### src/hw/rtl/pats_pkg.sv
// Package for the priority aging thread scheduler.
// Holds slot and op codes, the slot count, the effective level function and
// the pick result struct shared by the top level and the pick unit.
`timescale 1ns / 1ps
package pats_pkg;

    localparam int SLOTS  = 16;
    localparam int SLOT_W = $clog2(SLOTS);
    localparam int CNT_W  = $clog2(SLOTS + 1);

    localparam logic [19:0] WAIT_CAP = 20'd1000000;
    localparam logic [5:0]  TS_MAX   = 6'd50;
    localparam logic [5:0]  TS_RESET = 6'd3;

    // Slot states.
    typedef enum logic [2:0] {
        ST_UNUSED   = 3'd0,
        ST_READY    = 3'd1,
        ST_RUNNING  = 3'd2,
        ST_SLEEPING = 3'd3,
        ST_DEAD     = 3'd4
    } slot_st_t;

    // Operation codes.
    localparam logic [3:0] OP_TICK   = 4'd0;
    localparam logic [3:0] OP_CREATE = 4'd1;
    localparam logic [3:0] OP_YIELD  = 4'd2;
    localparam logic [3:0] OP_CHECK  = 4'd3;
    localparam logic [3:0] OP_SLEEP  = 4'd4;
    localparam logic [3:0] OP_KILL   = 4'd5;
    localparam logic [3:0] OP_SETPRI = 4'd6;
    localparam logic [3:0] OP_GETPRI = 4'd7;
    localparam logic [3:0] OP_EXIT   = 4'd8;

    // Result status codes.
    localparam logic [1:0] STAT_OK     = 2'd0;
    localparam logic [1:0] STAT_REJECT = 2'd1;
    localparam logic [1:0] STAT_NONE   = 2'd2;

    // Configuration register indexes.
    localparam logic [1:0] CFG_AGING   = 2'd0;
    localparam logic [1:0] CFG_PREEMPT = 2'd1;
    localparam logic [1:0] CFG_SLICE   = 2'd2;

    // Running result of the round-robin pick.
    typedef struct packed {
        logic              any;
        logic [2:0]        best;
        logic [SLOT_W-1:0] pick;
    } pick_t;

    // Priority plus a wait boost of one level per ten ticks, at most three, when aging is on.
    function automatic logic [2:0] eff_level(input logic [1:0] prio,
                                             input logic [19:0] waitc,
                                             input logic aging);
        logic [1:0] boost;
        begin
            if (waitc >= 20'd30) begin
                boost = 2'd3;
            end else if (waitc >= 20'd20) begin
                boost = 2'd2;
            end else if (waitc >= 20'd10) begin
                boost = 2'd1;
            end else begin
                boost = 2'd0;
            end
            if (!aging) begin
                boost = 2'd0;
            end
            eff_level = {1'b0, prio} + {1'b0, boost};
        end
    endfunction

endpackage

### src/hw/rtl/pats_pick.sv
// Shared compare unit for the scheduler's round-robin pick.
// Takes one candidate slot per cycle while cand_en is high and keeps the first ready
// one at the highest level seen. Depends on pats_pkg.
`timescale 1ns / 1ps
module pats_pick (
    input  logic                        aclk,
    input  logic                        clear,
    input  logic                        cand_en,
    input  logic                        cand_ready,
    input  logic [2:0]                  cand_eff,
    input  logic [pats_pkg::SLOT_W-1:0] cand_idx,
    output pats_pkg::pick_t             result
);

    pats_pkg::pick_t res_reg;

    // Strictly greater keeps the earliest slot in search order on ties.
    always_ff @(posedge aclk) begin
        if (clear) begin
            res_reg.any  <= 1'b0;
            res_reg.best <= 3'd0;
            res_reg.pick <= '0;
        end else if (cand_en && cand_ready && (!res_reg.any || cand_eff > res_reg.best)) begin
            res_reg.any  <= 1'b1;
            res_reg.best <= cand_eff;
            res_reg.pick <= cand_idx;
        end
    end

    assign result = res_reg;

endmodule

### src/hw/rtl/priority_aging_thread_scheduler.sv
// Top level of the priority aging thread scheduler: slot table, sequencer
// and result register. Depends on pats_pkg and pats_pick.
//
//  channel  | dir | handshake          | payload
//  s_       | in  | s_tvalid/s_tready  | s_tdata: op, slot_index, new_prio, sleep_ms
//  m_       | out | m_tvalid/m_tready  | m_tdata: status .. resched_pending
//  cfg_     | in  | cfg_wr_en          | cfg_index, cfg_wdata
//
// Each slot sweep (tick, create, check) walks the table one slot a cycle, and
// a switch walks it once more through the shared pick unit, then commits in
// S_COMMIT. Sleep first turns milliseconds into ticks in S_DIV and S_SLEEP.
// s_tready is high only while the sequencer is idle and the result register
// can take a new beat.
// Reset is synchronous, active low.
`timescale 1ns / 1ps
module priority_aging_thread_scheduler (
    input  logic        aclk,
    input  logic        aresetn,
    input  logic        s_tvalid,
    output logic        s_tready,
    input  logic [31:0] s_tdata,   // op[3:0], slot_index[7:4], new_prio[10:8], sleep_ms[26:11]
    output logic        m_tvalid,
    input  logic        m_tready,
    output logic [15:0] m_tdata,   // status[1:0], running_slot[5:2], previous_slot[9:6],
                                   // switched[10], answer_value[14:11], resched_pending[15]
    input  logic        cfg_wr_en,
    input  logic [1:0]  cfg_index,
    input  logic [5:0]  cfg_wdata
);

    localparam int SW = pats_pkg::SLOT_W;

    typedef enum logic [3:0] {
        S_IDLE, S_SWEEP, S_DIV, S_SLEEP, S_KILL, S_PRIO,
        S_SCAN, S_COMMIT, S_DONE
    } seq_t;

    seq_t seq_reg;

    pats_pkg::slot_st_t slot_state_reg [pats_pkg::SLOTS];
    logic [1:0]         slot_prio_reg  [pats_pkg::SLOTS];
    logic [19:0]        slot_wait_reg  [pats_pkg::SLOTS];
    logic [31:0]        slot_wake_reg  [pats_pkg::SLOTS];

    logic [SW-1:0] cur_reg;
    logic [SW-1:0] prev_reg;
    logic [5:0]    slice_reg;
    logic          need_reg;
    logic [31:0]   now_reg;
    logic          aging_reg;
    logic          preempt_reg;
    logic [5:0]    ts_reg;

    logic [3:0]    op_reg;
    logic [SW-1:0] idx_reg;
    logic [2:0]    np_reg;
    logic [15:0]   ms_reg;
    logic [32:0]   prod_reg;
    logic [pats_pkg::CNT_W-1:0] cnt_reg;
    logic          found_reg;
    logic [1:0]    stat_reg;
    logic          sw_reg;
    logic [3:0]    ans_reg;

    logic          m_valid_reg;
    logic [15:0]   m_data_reg;

    // Slot addressed by the sequencer this cycle.
    logic [SW-1:0] sweep_idx;
    logic [SW-1:0] scan_idx;
    logic          wake_hit;
    logic          sweep_last;
    logic [13:0]   div_ticks;
    logic [13:0]   sleep_ticks;
    logic [5:0]    cfg_ts;
    logic          out_free;
    pats_pkg::pick_t pick_res;

    assign sweep_idx = cnt_reg[SW-1:0];
    assign scan_idx  = cur_reg + SW'(1) + cnt_reg[SW-1:0];
    assign wake_hit  = (slot_state_reg[sweep_idx] == pats_pkg::ST_SLEEPING) &&
                       (slot_wake_reg[sweep_idx] <= now_reg);
    assign sweep_last = (cnt_reg == pats_pkg::CNT_W'(pats_pkg::SLOTS - 1));
    assign div_ticks = prod_reg[32:19];
    assign sleep_ticks = (div_ticks == 14'd0) ? 14'd1 : div_ticks;
    assign out_free  = !m_valid_reg || m_tready;
    assign s_tready  = (seq_reg == S_IDLE) && out_free;
    assign m_tvalid  = m_valid_reg;
    assign m_tdata   = m_data_reg;

    // Clamp a written timeslice to 1..50.
    always_comb begin
        if (cfg_wdata == 6'd0) begin
            cfg_ts = 6'd1;
        end else if (cfg_wdata > pats_pkg::TS_MAX) begin
            cfg_ts = pats_pkg::TS_MAX;
        end else begin
            cfg_ts = cfg_wdata;
        end
    end

    // Shared pick unit fed one slot per scan cycle.
    pats_pick u_pick (
        .aclk       (aclk),
        .clear      (seq_reg != S_SCAN),
        .cand_en    (seq_reg == S_SCAN),
        .cand_ready (slot_state_reg[scan_idx] == pats_pkg::ST_READY),
        .cand_eff   (pats_pkg::eff_level(slot_prio_reg[scan_idx],
                                         slot_wait_reg[scan_idx], aging_reg)),
        .cand_idx   (scan_idx),
        .result     (pick_res)
    );

    // Sequencer, slot table and result register.
    always_ff @(posedge aclk) begin
        if (!aresetn) begin
            seq_reg     <= S_IDLE;
            for (int i = 0; i < pats_pkg::SLOTS; i++) begin
                slot_state_reg[i] <= pats_pkg::ST_UNUSED;
                slot_prio_reg[i]  <= 2'd0;
                slot_wait_reg[i]  <= 20'd0;
                slot_wake_reg[i]  <= 32'd0;
            end
            slot_state_reg[0] <= pats_pkg::ST_RUNNING;
            slot_prio_reg[0]  <= 2'd1;
            cur_reg     <= '0;
            prev_reg    <= '0;
            slice_reg   <= pats_pkg::TS_RESET;
            need_reg    <= 1'b0;
            now_reg     <= 32'd0;
            aging_reg   <= 1'b1;
            preempt_reg <= 1'b1;
            ts_reg      <= pats_pkg::TS_RESET;
            m_valid_reg <= 1'b0;
            cnt_reg     <= '0;
            found_reg   <= 1'b0;
            stat_reg    <= pats_pkg::STAT_OK;
            sw_reg      <= 1'b0;
            ans_reg     <= 4'd0;
        end else begin
            if (m_valid_reg && m_tready) begin
                m_valid_reg <= 1'b0;
            end

            // Configuration writes must arrive only while idle; the block does not enforce this.
            if (cfg_wr_en) begin
                case (cfg_index)
                    pats_pkg::CFG_AGING:   aging_reg   <= cfg_wdata[0];
                    pats_pkg::CFG_PREEMPT: preempt_reg <= cfg_wdata[0];
                    pats_pkg::CFG_SLICE: begin
                        ts_reg <= cfg_ts;
                        if (slice_reg > cfg_ts) begin
                            slice_reg <= cfg_ts;
                        end
                    end
                    default: ;
                endcase
            end

            case (seq_reg)
                S_IDLE: begin
                    if (s_tvalid && out_free) begin
                        op_reg    <= s_tdata[3:0];
                        idx_reg   <= s_tdata[7:4];
                        np_reg    <= s_tdata[10:8];
                        ms_reg    <= s_tdata[26:11];
                        prev_reg  <= cur_reg;
                        cnt_reg   <= '0;
                        found_reg <= 1'b0;
                        stat_reg  <= pats_pkg::STAT_OK;
                        sw_reg    <= 1'b0;
                        ans_reg   <= 4'd0;
                        case (s_tdata[3:0])
                            pats_pkg::OP_TICK: begin
                                now_reg <= now_reg + 32'd1;
                                if (slice_reg <= 6'd1) begin
                                    slice_reg <= ts_reg;
                                    if (preempt_reg) begin
                                        need_reg <= 1'b1;
                                    end
                                end else begin
                                    slice_reg <= slice_reg - 6'd1;
                                end
                                seq_reg <= S_SWEEP;
                            end
                            pats_pkg::OP_CREATE: begin
                                stat_reg <= pats_pkg::STAT_REJECT;
                                seq_reg  <= S_SWEEP;
                            end
                            pats_pkg::OP_CHECK:  seq_reg <= S_SWEEP;
                            pats_pkg::OP_YIELD:  seq_reg <= S_SCAN;
                            pats_pkg::OP_SLEEP:  seq_reg <= S_DIV;
                            pats_pkg::OP_KILL:   seq_reg <= S_KILL;
                            pats_pkg::OP_SETPRI: seq_reg <= S_PRIO;
                            pats_pkg::OP_GETPRI: seq_reg <= S_PRIO;
                            pats_pkg::OP_EXIT: begin
                                slot_state_reg[cur_reg] <= pats_pkg::ST_DEAD;
                                seq_reg <= S_SCAN;
                            end
                            default: begin
                                stat_reg <= pats_pkg::STAT_REJECT;
                                seq_reg  <= S_DONE;
                            end
                        endcase
                    end
                end

                // One slot a cycle for tick aging, create and check.
                S_SWEEP: begin
                    case (op_reg)
                        pats_pkg::OP_TICK: begin
                            if (slot_state_reg[sweep_idx] == pats_pkg::ST_READY &&
                                slot_wait_reg[sweep_idx] < pats_pkg::WAIT_CAP) begin
                                slot_wait_reg[sweep_idx] <= slot_wait_reg[sweep_idx] + 20'd1;
                            end
                        end
                        pats_pkg::OP_CREATE: begin
                            if (!found_reg && sweep_idx != '0 &&
                                (slot_state_reg[sweep_idx] == pats_pkg::ST_UNUSED ||
                                 slot_state_reg[sweep_idx] == pats_pkg::ST_DEAD)) begin
                                slot_state_reg[sweep_idx] <= pats_pkg::ST_READY;
                                slot_wait_reg[sweep_idx]  <= 20'd0;
                                slot_prio_reg[sweep_idx]  <= 2'd1;
                                ans_reg   <= 4'(sweep_idx);
                                stat_reg  <= pats_pkg::STAT_OK;
                                found_reg <= 1'b1;
                            end
                        end
                        default: begin
                            // Reap dead slots other than slot 0 and the current one, then wake due
                            // sleepers. A wake on the last slot is folded into the decision below.
                            if (slot_state_reg[sweep_idx] == pats_pkg::ST_DEAD &&
                                sweep_idx != '0 && sweep_idx != cur_reg) begin
                                slot_state_reg[sweep_idx] <= pats_pkg::ST_UNUSED;
                                slot_wake_reg[sweep_idx]  <= 32'd0;
                                slot_wait_reg[sweep_idx]  <= 20'd0;
                                slot_prio_reg[sweep_idx]  <= 2'd0;
                            end
                            if (wake_hit) begin
                                slot_state_reg[sweep_idx] <= pats_pkg::ST_READY;
                                if (!sweep_last) begin
                                    need_reg <= 1'b1;
                                end
                            end
                        end
                    endcase
                    if (sweep_last) begin
                        cnt_reg <= '0;
                        if (op_reg == pats_pkg::OP_CHECK && (need_reg || wake_hit)) begin
                            need_reg <= 1'b0;
                            seq_reg  <= S_SCAN;
                        end else begin
                            seq_reg <= S_DONE;
                        end
                    end else begin
                        cnt_reg <= cnt_reg + pats_pkg::CNT_W'(1);
                    end
                end

                // Milliseconds to ticks, rounded up: (ms + 9) / 10 by reciprocal.
                S_DIV: begin
                    prod_reg <= 33'({1'b0, ms_reg} + 17'd9) * 33'd52429;
                    seq_reg  <= S_SLEEP;
                end

                S_SLEEP: begin
                    slot_wake_reg[cur_reg]  <= now_reg + 32'(sleep_ticks);
                    slot_state_reg[cur_reg] <= pats_pkg::ST_SLEEPING;
                    need_reg <= 1'b1;
                    seq_reg  <= S_SCAN;
                end

                S_KILL: begin
                    if (idx_reg == '0 || slot_state_reg[idx_reg] == pats_pkg::ST_UNUSED) begin
                        stat_reg <= pats_pkg::STAT_REJECT;
                        seq_reg  <= S_DONE;
                    end else if (slot_state_reg[idx_reg] == pats_pkg::ST_DEAD) begin
                        seq_reg <= S_DONE;
                    end else begin
                        slot_state_reg[idx_reg] <= pats_pkg::ST_DEAD;
                        if (idx_reg == cur_reg) begin
                            seq_reg <= S_SCAN;
                        end else begin
                            need_reg <= 1'b1;
                            seq_reg  <= S_DONE;
                        end
                    end
                end

                S_PRIO: begin
                    if (slot_state_reg[idx_reg] == pats_pkg::ST_UNUSED ||
                        (op_reg == pats_pkg::OP_SETPRI && np_reg > 3'd3)) begin
                        stat_reg <= pats_pkg::STAT_REJECT;
                    end else if (op_reg == pats_pkg::OP_SETPRI) begin
                        slot_prio_reg[idx_reg] <= np_reg[1:0];
                    end else begin
                        ans_reg <= {2'b00, slot_prio_reg[idx_reg]};
                    end
                    seq_reg <= S_DONE;
                end

                // Round-robin walk from the slot after the current one.
                S_SCAN: begin
                    if (cnt_reg == pats_pkg::CNT_W'(pats_pkg::SLOTS - 1)) begin
                        cnt_reg <= '0;
                        seq_reg <= S_COMMIT;
                    end else begin
                        cnt_reg <= cnt_reg + pats_pkg::CNT_W'(1);
                    end
                end

                S_COMMIT: begin
                    if (pick_res.any) begin
                        if (slot_state_reg[cur_reg] == pats_pkg::ST_RUNNING) begin
                            slot_state_reg[cur_reg] <= pats_pkg::ST_READY;
                        end
                        slot_state_reg[pick_res.pick] <= pats_pkg::ST_RUNNING;
                        slot_wait_reg[pick_res.pick]  <= 20'd0;
                        cur_reg   <= pick_res.pick;
                        slice_reg <= ts_reg;
                        sw_reg    <= 1'b1;
                        stat_reg  <= pats_pkg::STAT_OK;
                    end else begin
                        stat_reg <= pats_pkg::STAT_NONE;
                    end
                    seq_reg <= S_DONE;
                end

                S_DONE: begin
                    if (out_free) begin
                        m_valid_reg <= 1'b1;
                        m_data_reg  <= {need_reg, ans_reg, sw_reg, 4'(prev_reg),
                                        4'(cur_reg), stat_reg};
                        seq_reg     <= S_IDLE;
                    end
                end

                default: seq_reg <= S_IDLE;
            endcase
        end
    end

endmodule

### config.mk
export PLATFORM = sky130hd
export DESIGN_NAME = priority_aging_thread_scheduler
export DESIGN_NICKNAME = d
export VERILOG_FILES = /design/src/hw/rtl/pats_pkg.sv /design/src/hw/rtl/pats_pick.sv /design/src/hw/rtl/priority_aging_thread_scheduler.sv
export SDC_FILE = /design/constraint.sdc
export NUM_CORES = 2
export LEC_CHECK = 0
export ABC_AREA = 0
export BUFFER_PORTS_ARGS = -buffer_cell sky130_fd_sc_hd__buf_2
export CORE_AREA = 2 2 338 340
export DETAILED_ROUTE_END_ITERATION = 10
export DIE_AREA = 0 0 340 342
export PLACE_DENSITY = 0.68
export SETUP_SLACK_MARGIN = 0.4
export SLEW_MARGIN = 10
export SYNTH_ARGS = -nofsm -noshare
export SYNTH_HDL_FRONTEND = slang
export SYNTH_HIERARCHICAL = 1
export SYNTH_SLANG_ARGS = --single-unit
### constraint.sdc
create_clock -name aclk -period 6.4 [get_ports aclk]
set_input_delay 0.32 -clock aclk [delete_from_list [all_inputs] [get_ports aclk]]
set_output_delay 0.32 -clock aclk [all_outputs]
set_load 0.01 [all_outputs]
-- Yosys cells after proc, flatten, opt, wreduce, memory -nomap -nowiden
Memory sizes are Yosys's and may differ from the RTL's. A register that Yosys moved wholly into a read port is not among the register bits.
Index checks and enable logic that the tools add are counted.
- bits in writable memories: 912
- bits of input ports: 45
- output and inout port bits: 18
- memories kept: 4
- bits in registers: 157
- word-level logic and storage cells: 337
- memory list (name ; depth ; width ; rd ports ; clocked after Yosys merged registers in ; wr ports ; line ; text):
    slot_wake_reg ; 16 ; 32 ; 1 ; 1 ; 16 ; priority_aging_thread_scheduler.sv:43 ; logic [31:0] slot_wake_reg [pats_pkg::SLOTS];
    slot_wait_reg ; 16 ; 20 ; 2 ; 1 ; 16 ; priority_aging_thread_scheduler.sv:42 ; logic [19:0] slot_wait_reg [pats_pkg::SLOTS];
    slot_state_reg ; 16 ; 3 ; 4 ; 3 ; 16 ; priority_aging_thread_scheduler.sv:40 ; pats_pkg::slot_st_t slot_state_reg [pats_pkg::SLOTS];
    slot_prio_reg ; 16 ; 2 ; 2 ; 1 ; 16 ; priority_aging_thread_scheduler.sv:41 ; logic [1:0] slot_prio_reg [pats_pkg::SLOTS];
- $mul: 1
- $add $sub $neg: 9
- equality and inequality tests: 48
- reductions and logical operators: 71
- magnitude comparators: 10
- muxes and demuxes: 161
- bitwise gates (word level): 9
- operator list (operator ; count):
    $mux 4 ; 33
    $mux 20 ; 4
    $mux 1 ; 79
    $mux 32 ; 2
    $reduce_or 32->1 ; 2
    $mux 6 ; 9
    $ge 20x5->1 const B ; 2
    $reduce_or 20->1 ; 2
    $eq 4x3->1 const B ; 9
    $mul 17x16->33 const B ; 1
    $add 32x1->32 const B ; 1
    $add 32x14->32 ; 1
    $le 32x32->1 ; 1
    $pmux 4 s8 ; 1
    $mux 3 ; 9
    $mux 2 ; 13
    $ne 2x2->1 const B ; 12
    $add 20x1->20 const B ; 1
    $eq 4x2->1 const B ; 5
    $ge 20x4->1 const B ; 1
    $lt 20x20->1 const B ; 1
    $pmux 4 s5 ; 1
    $add 16x4->17 const B ; 1
    $logic_not 4->1 ; 4
    50 further kinds ; 114

-- Logic depth before layout (Yosys ltp)
- word-level depth: 13
- depth in mapped cells: 26
- gate-level depth less buffers: 26

-- Hierarchy
The synthesis kept the hierarchy.
- modules (own cells, without submodules) (module ; cells an instance ; area an instance (um^2) ; instances):
    priority_aging_thread_scheduler ; 4500 ; 55557.0 ; 1
    pats_pick ; 44 ; 437.9 ; 1

-- Worst setup path before layout
No wires, ideal clock.
- kind: reg2reg
- start: reg (tool-made name)
- end: mem slot_wake_reg[14][30], data pin
- setup slack: -0.566 ns
- stages on the path, launching flop included: 24
- data required time: 6.259 ns
- setup time: 0.141 ns
- arrival time: 6.825 ns
- path through: dfxtp_1 > buf_4 > buf_2 > buf_2 > buf_2 > buf_2 > buf_1 > buf_1 > mux4_2 > mux4_2 > ha_1 > nand4_1 > or4_1 > or3b_2 > o21ai_0 > and3_1 > clkbuf_1 > mux2_2 > and2_1 > clkbuf_1 > or3_1 > clkbuf_1 > clkbuf_1 > nor2_1
- RTL lines (what ; line):
    end, declared ; priority_aging_thread_scheduler.sv:43

-- Worst setup path after layout
- start: reg ms_reg[1]
- end: reg prod_reg[31], data pin
- cells in the longest elaborated chain, start to end: 2
- ends and longest elaborated chain (what ; line ; text):
    start, declared ; priority_aging_thread_scheduler.sv:57 ; logic [15:0] ms_reg;
    start signal, assigned ; priority_aging_thread_scheduler.sv:166 ; ms_reg <= s_tdata[26:11];
    $add 16x4->17 ; priority_aging_thread_scheduler.sv:262 ; prod_reg <= 33'({1'b0, ms_reg} + 17'd9) * 33'd52429;
    $mul 17x16->33 ; priority_aging_thread_scheduler.sv:262 ;
    end signal, assigned ; priority_aging_thread_scheduler.sv:262 ;
    end, declared ; priority_aging_thread_scheduler.sv:58 ; logic [32:0] prod_reg;
No other way between the ends.
A chain may end at the register's enable or synchronous reset.

==> results_dict.tcl <==
set metrics [dict create \
    syn_nets 4879 \
    die_h_um 342 \
    netlist_instances 4544 \
    vias_per_cell 6.15 \
    yosysSeqAreaShare_pct 54.4 \
    rows 124 \
    top_usage_layer "met2" \
    final_cell_mix "nor2_1 (1029), edfxtp_1 (921), mux4_2 (316), nand2_1 (251), inv_1 (217)" \
    endpoint_kind "flip-flop" \
    start_kind "flip-flop" \
    use_met2_pct 45.3 \
    io_buffers 57 \
    route.detailed.drc 0 \
    initial_core_util_pct 49.5 \
    core-area_um2 113000 \
    die_x_um 340 \
    grt_max_degree 67 \
    cts_sinks 1062 \
    grt-ovfl-total 0 \
    synth.distinct_cells 88 \
    grt_usage_pct 27.3 \
    max_cap_violations 0 \
    dr.pass1.iters 5 \
    htree_levels 3 \
    slew_viol_final 0 \
    hold_viol_final 0 \
    max_freq_mhz 164 \
    dp_hpwl_mm 106 \
    relSlewSlack_pct 18.9 \
    grt_antenna_before_repair 0 \
    crit_path_max_fanout 3 \
    tightest_slew_ps 1210 \
    period_needed_ps 6090 \
    min_path_type "in2reg" \
    synthFlopType "edfxtp_1" \
    p_leak_nw 22.5 \
    layout_commonest_cell "nor2_1" \
    synth_warnings 6 \
    rsz0062_at_grt "yes" \
    numCtsBuffers 111 \
    wire_per_inst_um 25.2 \
    switching_share_pct 36.6 \
    grt_pass1_wl_mm 240 \
    combPwrFrac_pct 48.3 \
    largest_reg_flops 512 \
    syn_area_um2 56000 \
    drt-total-wl_mm 159 \
    drive_above_1_share_pct 19.6 \
    crit_type "reg2reg" \
    finalCritPeriodShare_pct 95.2 \
    clockRootBuffer "clkbuf_16" \
    place.gp.congestion 0.966 \
    syn_to_final_growth_pct 14.3 \
    diodes 0 \
    cts_tree "done" \
    clock_latency_ps 740 \
    dieArea_um2 116000 \
    synth_edf_count 921 \
    placed_area_um2 59100 \
    grt_use_met3_pct 4.21 \
    irDropWorstVdd_mv 1.12 \
    clock_path_buffers 3 \
    detail-route-antenna-nets 0 \
    clkTransAtPathRegs_ps 60 \
    max_stage_delay_ps 520 \
    syn_avg_cell_area_um2 12.3 \
    finalSetupViolCount 0 \
    seqPwrFrac_pct 29.2 \
    fin_area_um2 64000 \
    vias 38711 \
    netSwitchingPower_w 0.0105 \
    cp_top_family "adder cells" \
    status "completed" \
    finClkSkew_ps 71.7 \
    cp.required_ps 6830 \
    met1_usage_pct 36.6 \
    first_global_vias 39033 \
    p_clk_share_pct 22.5 \
    powerDensity_nw_per_um2 450 \
    ys_ff_latch 1062 \
    ios 63 \
    intPower_w 0.0183 \
    cpMaxStageDelayCell "fa_1" \
    worstPathArrival_ps 6520 \
    fin_tns_setup_ps 0 \
    nNetsFinal 5021 \
    drt_iter0_markers 4211 \
    synth-async-reset-ratio_pct 0 \
    worst-path-buf-inv 6 \
]
[worst reg2reg max path: stages, from the launching register on]
cell and delay, ps:
edfxtp_1 460, ha_4 220, a21oi_4 210, nor3_4 60
nand2_2 120, xnor2_4 150, ha_4 250, ha_4 260
inv_2 30, fa_1 480, inv_2 40, fa_1 470
fa_1 520, inv_2 40, fa_1 510, inv_2 50
ha_4 290, nand2_4 70, nor3_4 200, o211ai_1 190
a211oi_2 260, o211ai_1 110, buf_4 160, a211oi_4 260
buf_4 160, or3_4 130, a21oi_4 50, xnor2_1 120
[final timing paths]
| path | start | endpoint | slack [ps] | cells past startpoint |
|---|---|---|---|---|
| setup reg to reg | ms_reg[1]$_DFFE_PP_ | prod_reg[31]$_DFFE_PP_ | 310 | 27 |
| hold reg to reg | prev_reg[2]$_SDFFE_PN0P_ | m_tdata[8]$_DFFE_PP_ | 430 | 0 |
| setup / recovery | ms_reg[1]$_DFFE_PP_ | prod_reg[31]$_DFFE_PP_ | 310 | 27 |
| hold / removal | cfg_wdata[4] | ts_reg[4]$_SDFFE_PN0P_ | 40 | 5 |
[routing by layer]
metal	part of all wire, %	vias up
li1	-	16892
met1	39	19480
met2	48	2001
met3	8.8	338
met4	3.8	0
met5	0	-
[kinds of logic after synthesis]
family | Yosys count | share of synthesized area [%]
compound gates | 362 | 4.30
simple gates | 1797 | 14.1
buf+inv | 528 | 3.64
mux | 386 | 14.0
fa+ha+maj | 291 | 7.65
flops | 1062 | 54.4
xor+xnor | 118 | 1.85
[synth_stat cells, drive strengths merged, types with 52 or more instances]
cell	n	area, um2
nor2	1032	3880
dfxtp	141	2820
ha	204	2550
o21ai	91	459
a21oi	93	465
clkbuf	240	901
nor4	52	332
edfxtp	921	27700
nand2	272	1030
inv	236	886
mux2i	57	571
nor3	98	490
mux4	316	7120
xnor2	83	727
fa	86	1720
nand3	109	546
[power groups by stage]
stage / clock (W) / sequential, W / combinational (W)
after floorplan: 0 / 0.00843 / 0.00884
after global placement: 0 / 0.00853 / 0.0112
after detailed placement: 0 / 0.00855 / 0.0114
after CTS: 0.00655 / 0.00840 / 0.0127
after global routing: 0.00682 / 0.00843 / 0.0156
final: 0.00648 / 0.00841 / 0.0139
[layout make-up]
| cell class | instances | area, um2 |
|---|---|---|
| clock inverter | 70 | 717 |
| sequential | 1062 | 30500 |
| inverter | 238 | 896 |
| timing repair buffer | 319 | 2720 |
| multi-input combinational | 2954 | 24400 |
| fill | 9107 | 49100 |
| clock buffer | 138 | 2920 |
| tap | 1512 | 1890 |
[metrics by stage]
stage / hold slack (ps) / total power [W] / std cells / utilization (%) / setup slack [ps]
after floorplan: 406 / 0.0173 / 4544 / - / 404
after global placement: 417 / 0.0197 / 6013 / 52.2 / 27.3
after detailed placement: 421 / 0.0200 / 6013 / 52.2 / -58.5
after CTS: 0.153 / 0.0276 / 6272 / 56.2 / 202
after global routing: 69.0 / 0.0309 / 6293 / 56.6 / 84.9
final: 39.7 / 0.0288 / 6293 / 56.6 / 309
[timing repair]
item | in CTS | in global routing
hold endpoints to repair | 41 | 0
gates resized for setup | 60 | 47
hold buffers | 35 | 0
pin swaps | 52 | 48
endpoints found under the setup margin | 8 | 126
setup buffers | 16 | 21
Power figures use the tool's default switching activity.
